File: src/hdl/cpli_pkg.sv
package cpli_pkg;

   // item kinds carried on req_tuser
   typedef enum logic [2:0] {
      KIND_CURRENT  = 3'd0,
      KIND_FRACTION = 3'd1,
      KIND_INCREASE = 3'd2,
      KIND_DECREASE = 3'd3,
      KIND_TICK     = 3'd4,
      KIND_REINIT   = 3'd5
   } kind_type;

   localparam int ActWidth = 40;

   // configuration register set
   typedef struct packed {
      logic signed [31:0] basal;
      logic        [15:0] decay;
      logic signed [31:0] gain;
      logic signed [31:0] ceiling;
      logic signed [31:0] floor_lvl;
   } cfg_type;

   // partial products of drive_gain * activation, handed to the update stage
   typedef struct packed {
      logic               reinit;
      logic signed [56:0] p_lo;   // gain * activation[23:0]
      logic signed [47:0] p_hi;   // gain * activation[39:24]
   } tick_type;

endpackage

File: src/hdl/cpli_update.sv
module cpli_update (
   input  logic                 clock,
   input  logic                 reset,
   input  logic                 go,
   input  cpli_pkg::tick_type   tick,
   input  cpli_pkg::cfg_type    cfg,
   output logic signed [31:0]   conc
);
   import cpli_pkg::*;

   logic signed [31:0] dev_ff, dev_in;
   logic signed [71:0] drive_full;
   logic signed [48:0] decay_prod;
   logic signed [57:0] conc_sum;
   logic signed [31:0] conc_clamp;
   logic signed [32:0] dev_diff;
   logic signed [31:0] dev_sat;

   assign drive_full = (72'(tick.p_hi) <<< 24) + 72'(tick.p_lo);
   assign decay_prod = dev_ff * $signed({1'b0, cfg.decay});

   assign conc_sum = 58'(cfg.basal)
                   + 58'($signed(decay_prod[48:16]))
                   + 58'($signed(drive_full[71:16]));

   // ceiling test wins when floor sits above ceiling
   always_comb begin
      priority if (conc_sum > 58'(cfg.ceiling)) begin
         conc_clamp = cfg.ceiling;
      end else if (conc_sum < 58'(cfg.floor_lvl)) begin
         conc_clamp = cfg.floor_lvl;
      end else begin
         conc_clamp = conc_sum[31:0];
      end
   end

   assign dev_diff = 33'(conc_clamp) - 33'(cfg.basal);

   always_comb begin
      if (dev_diff[32] != dev_diff[31]) begin
         dev_sat = dev_diff[32] ? {1'b1, 31'd0} : {1'b0, {31{1'b1}}};
      end else begin
         dev_sat = dev_diff[31:0];
      end
   end

   assign conc = tick.reinit ? cfg.basal : conc_clamp;

   always_comb begin
      dev_in = dev_ff;
      if (go) begin
         dev_in = tick.reinit ? '0 : dev_sat;
      end
   end

   always_ff @(posedge clock) begin
      if (reset) begin
         dev_ff <= '0;
      end else begin
         dev_ff <= dev_in;
      end
   end

endmodule

File: config.mk
export PLATFORM = sky130hd
export DESIGN_NAME = cpli_update
export DESIGN_NICKNAME = d
export VERILOG_FILES = /design/src/hdl/cpli_pkg.sv /design/src/hdl/cpli_update.sv
export SDC_FILE = /design/constraint.sdc
export NUM_CORES = 2
export LEC_CHECK = 0
export ABC_AREA = 1
export BUFFER_PORTS_ARGS = -buffer_cell sky130_fd_sc_hd__clkbuf_2
export CORE_AREA = 4 4 291 236
export CTS_CLUSTER_SIZE = 20
export DETAILED_ROUTE_END_ITERATION = 10
export DIE_AREA = 0 0 295 240
export HOLD_SLACK_MARGIN = 0.08
export PLACE_DENSITY = 0.69
export SYNTH_ARGS = -nofsm -noshare
export SYNTH_HDL_FRONTEND = slang
export SYNTH_SLANG_ARGS = --single-unit
File: constraint.sdc
create_clock -name clock -period 14.05 [get_ports clock]
set_clock_uncertainty 0.1 [all_clocks]
set_input_delay 0.7025 -clock clock [delete_from_list [all_inputs] [get_ports clock]]
set_output_delay 0.7025 -clock clock [all_outputs]
set_load 0.1 [all_outputs]
==> metrics.md <==
| Metric | Value |
|---|---|
| Post-CTS Hold Buffers | `0` |
| Port Buffers | `236` |
| R2R Path End | `dev_ff[17]` |
| R2r startpoint | `dev_ff[14]` |
| I/O Pins | `285` |
| Most common cell on crit path | `nand2_1` |
| R2R depth | `55` |
| Largest register FFs | `32` |
| Final Slew Violations | `0` |
| EDFF count, synth | `0` |
| Cells on Worst Hold Path | `2` |
| GRT Resource Usage Total | `31.15%` |
| Final WL | `110.5 mm` |
| Area grow syn2layout | `7.522%` |
| Max-cap viol count | `0` |
| Initial antenna violation count | `2` |
| Cell area after synthesis | `0.03515 mm^2` |
| Arr. time, crit path | `13.34 ns` |
| Tightest Pin Transition | `1.321 ns` |
| Worst path max stage delay | `0.52 ns` |
| Clk pin slew, worst setup/hold paths | `0.06 ns` |
| Final GP Congestion | `1.017` |
| HPWL after DPL | `98.10 mm` |
| RSZ-0062 raised after global routing | `false` |
| Die height | `240 um` |
| Critical Path RT | `14.08 ns` |
| Root Buffer | `clkbuf_16` |
| Fin nets | `6,623` |
| First-pass GRT wire length | `174.5 mm` |
| DR pass1 iterations | `6` |
| Num rows | `84` |
| FF/Latch Area | `641.9 um^2` |
| Vias in the first global route | `31,550` |
| Asr flop ratio synth | `0%` |
| Core ar. | `0.06548 mm^2` |
| Most common cell after layout, fill and taps aside | `nand2_1` |
| CP Launch Point | `cfg[100]` |
| Final WS setup | `0.7445 ns` |
| DRC | `0` |
| Antenna Nets Post-Route | `0` |
| Flop2flop setup slack | `0.80 ns` |
| Area of the die | `0.07080 mm^2` |
| Die Wd | `295 um` |
| Final period utilization | `94.70%` |
| Biggest regs | `dev_ff (32)` |
| Largest net degree at the start of global routing | `35` |
| Crit Path Category | `input port to register` |
| Fmax | `75.16 MHz` |
| Vias | `33,770` |
| Fill cell count | `6,536` |
| Slowest cell on crit path | `fa_1` |
| Htree depth | `2` |
| Worst-path maximum fanout | `31` |
| CTS sink cnt | `32` |
| CTS Buf Count | `5` |
| Biggest register | `dev_ff` |
| Min Tclk post-route | `13.31 ns` |
| Hold Path Origin | `dev_ff[3]` |
| Syn_nets | `6,429` |
| Worst-skew pair later-pin latency | `0.30 ns` |
| Post-Synthesis Cells | `5,268` |
| Synth Register Bits | `32` |
| CTS tree | `yes` |
| Netlist cell types | `50` |
| Share of cells above drive strength 1 | `7.798%` |
| Max clock buf depth | `2` |
| Commonest cells after routing, fill and taps aside | `nand2_1 (1,391), inv_1 (1,281), fa_1 (545), ha_1 (362), nor2_1 (321)` |
| Setup TNS | `0 ns` |
| Final Setup Violations | `0` |
| Yosys warning count | `0` |
| DR iter-0 viols | `2,972` |
| Worst Hold Path EP | `dev_ff[3]` |
| Slew margin rel. | `11.42%` |
| Pre-CTS setup slack | `0.6123 ns` |
| Status | `finished clean` |
| Top FF cell, synth | `dfxtp_1` |
| Final Hold Viols | `0` |
| Worst hold path class | `register to register` |
| Wire per inst | `17.47 um` |
| Critical path capture point type | `register` |
| Avg Synthesized Cell Area | `6.672 um^2` |
| Initial Util | `53.68%` |
| Multi-input gate area | `0.02902 mm^2` |
| Setup bufs post-CTS | `0` |
| Avg Vias per Cell | `5.340` |
| Register area share after synthesis | `1.823%` |
| Post_cts resized | `0` |
| Grt total ovfl | `0` |
| Crit path launch type | `input port` |
[worst max-delay path, delay by kind of cell]
| kind | cells | cell delay [ns] |
|---|---|---|
| adders and majority gates | 11 | 5.05 |
| and+or+nand+nor | 29 | 4.11 |
| AOI/OAI and AO/OA | 9 | 1.62 |
| buffers and inverters | 7 | 1.31 |
| xor gates and xnor gates | 1 | 0.50 |
[worst max path at each step]
stage	to	slack, ns	depth (start not counted)
detailed placement	dev_ff[30]	0.61	58
floorplan	dev_ff[25]	2.01	65
CTS	dev_ff[28]	0.86	57
finish	dev_ff[17]	0.74	57
global placement	dev_ff[24]	0.68	58
global route	dev_ff[11]	0.005	66
[stage by stage]
step	util [%]	cells	cell area (um^2)	hold WS [ns]
after floorplan	-	5268	35150	0.4150
after global placement	57.41	6315	37590	0.3922
after detailed placement	57.41	6315	37590	0.4065
after CTS	57.67	6323	37760	0.4138
after global routing	57.72	6324	37790	0.4224
final	57.72	6324	37790	0.4088
[logic make-up (layout without fill, tap and decap cells)]
family	Yosys count	after routing	synth area share (%)
buffers and inverters	1440	1635	15.67
other	0	1	0
AO/OA/AOI/OAI	553	553	9.192
adder cells (fa/ha/maj)	908	908	43.99
flip-flops	32	32	1.823
AND/OR/NAND/NOR	2196	2196	25.87
XOR/XNOR	139	139	3.464
[synth_stat cells (all sizes together), types with 2 or more instances]
| library cell | number | area, um^2 |
|---|---|---|
| nor3 | 30 | 150.1 |
| o31ai | 2 | 15.01 |
| or2 | 2 | 12.51 |
| nand2 | 1412 | 5380 |
| o2111ai | 2 | 17.52 |
| nand3 | 312 | 1577 |
| nand3b | 10 | 75.07 |
| a21oi | 295 | 1627 |
| xor2 | 62 | 543.0 |
| nand4 | 46 | 287.8 |
| dfxtp | 32 | 640.6 |
| buf | 30 | 214.0 |
| clkbuf | 124 | 465.5 |
| nor4 | 18 | 112.6 |
| a211oi | 4 | 30.03 |
| fa | 546 | 10930 |
| ha | 362 | 4529 |
| a31oi | 30 | 187.7 |
| nor2 | 326 | 1236 |
| o21bai | 27 | 202.7 |
| a21o | 31 | 232.7 |
| o311ai | 2 | 17.52 |
| and2 | 30 | 187.7 |
| o21ai | 124 | 624.4 |
| xnor2 | 77 | 674.4 |
| o211ai | 4 | 30.03 |
| inv | 1285 | 4823 |
| nor4b | 2 | 23.77 |
| o21a | 19 | 142.6 |
| a21boi | 9 | 67.57 |
| and3 | 6 | 37.54 |
| nand2b | 2 | 12.51 |
[metal layers]
layer | part of all wire, % | routed length, um | track usage [%]
met3 | 8.9 | 9820 | 3.546
met4 | 2.2 | 2462 | 5.827
met2 | 42 | 45900 | 46.43
met1 | 47 | 52270 | 48.93
met5 | 0.012 | 13 | 0
[cell type report]
| type | instances | share of cell area [%] |
|---|---|---|
| Antenna cell | 1 | 0.006622 |
| Clock inverter | 3 | 0.1225 |
| Sequential cell | 32 | 1.698 |
| Inverter | 1286 | 12.77 |
| Multi-Input combinational cell | 3796 | 76.78 |
| Tap cell | 860 | 2.847 |
| Clock buffer | 5 | 0.3311 |
| Timing Repair Buffer | 341 | 5.443 |
Power is not shown: default switching activity piles up to over one toggle a cycle in this logic, so the estimate is an artifact.
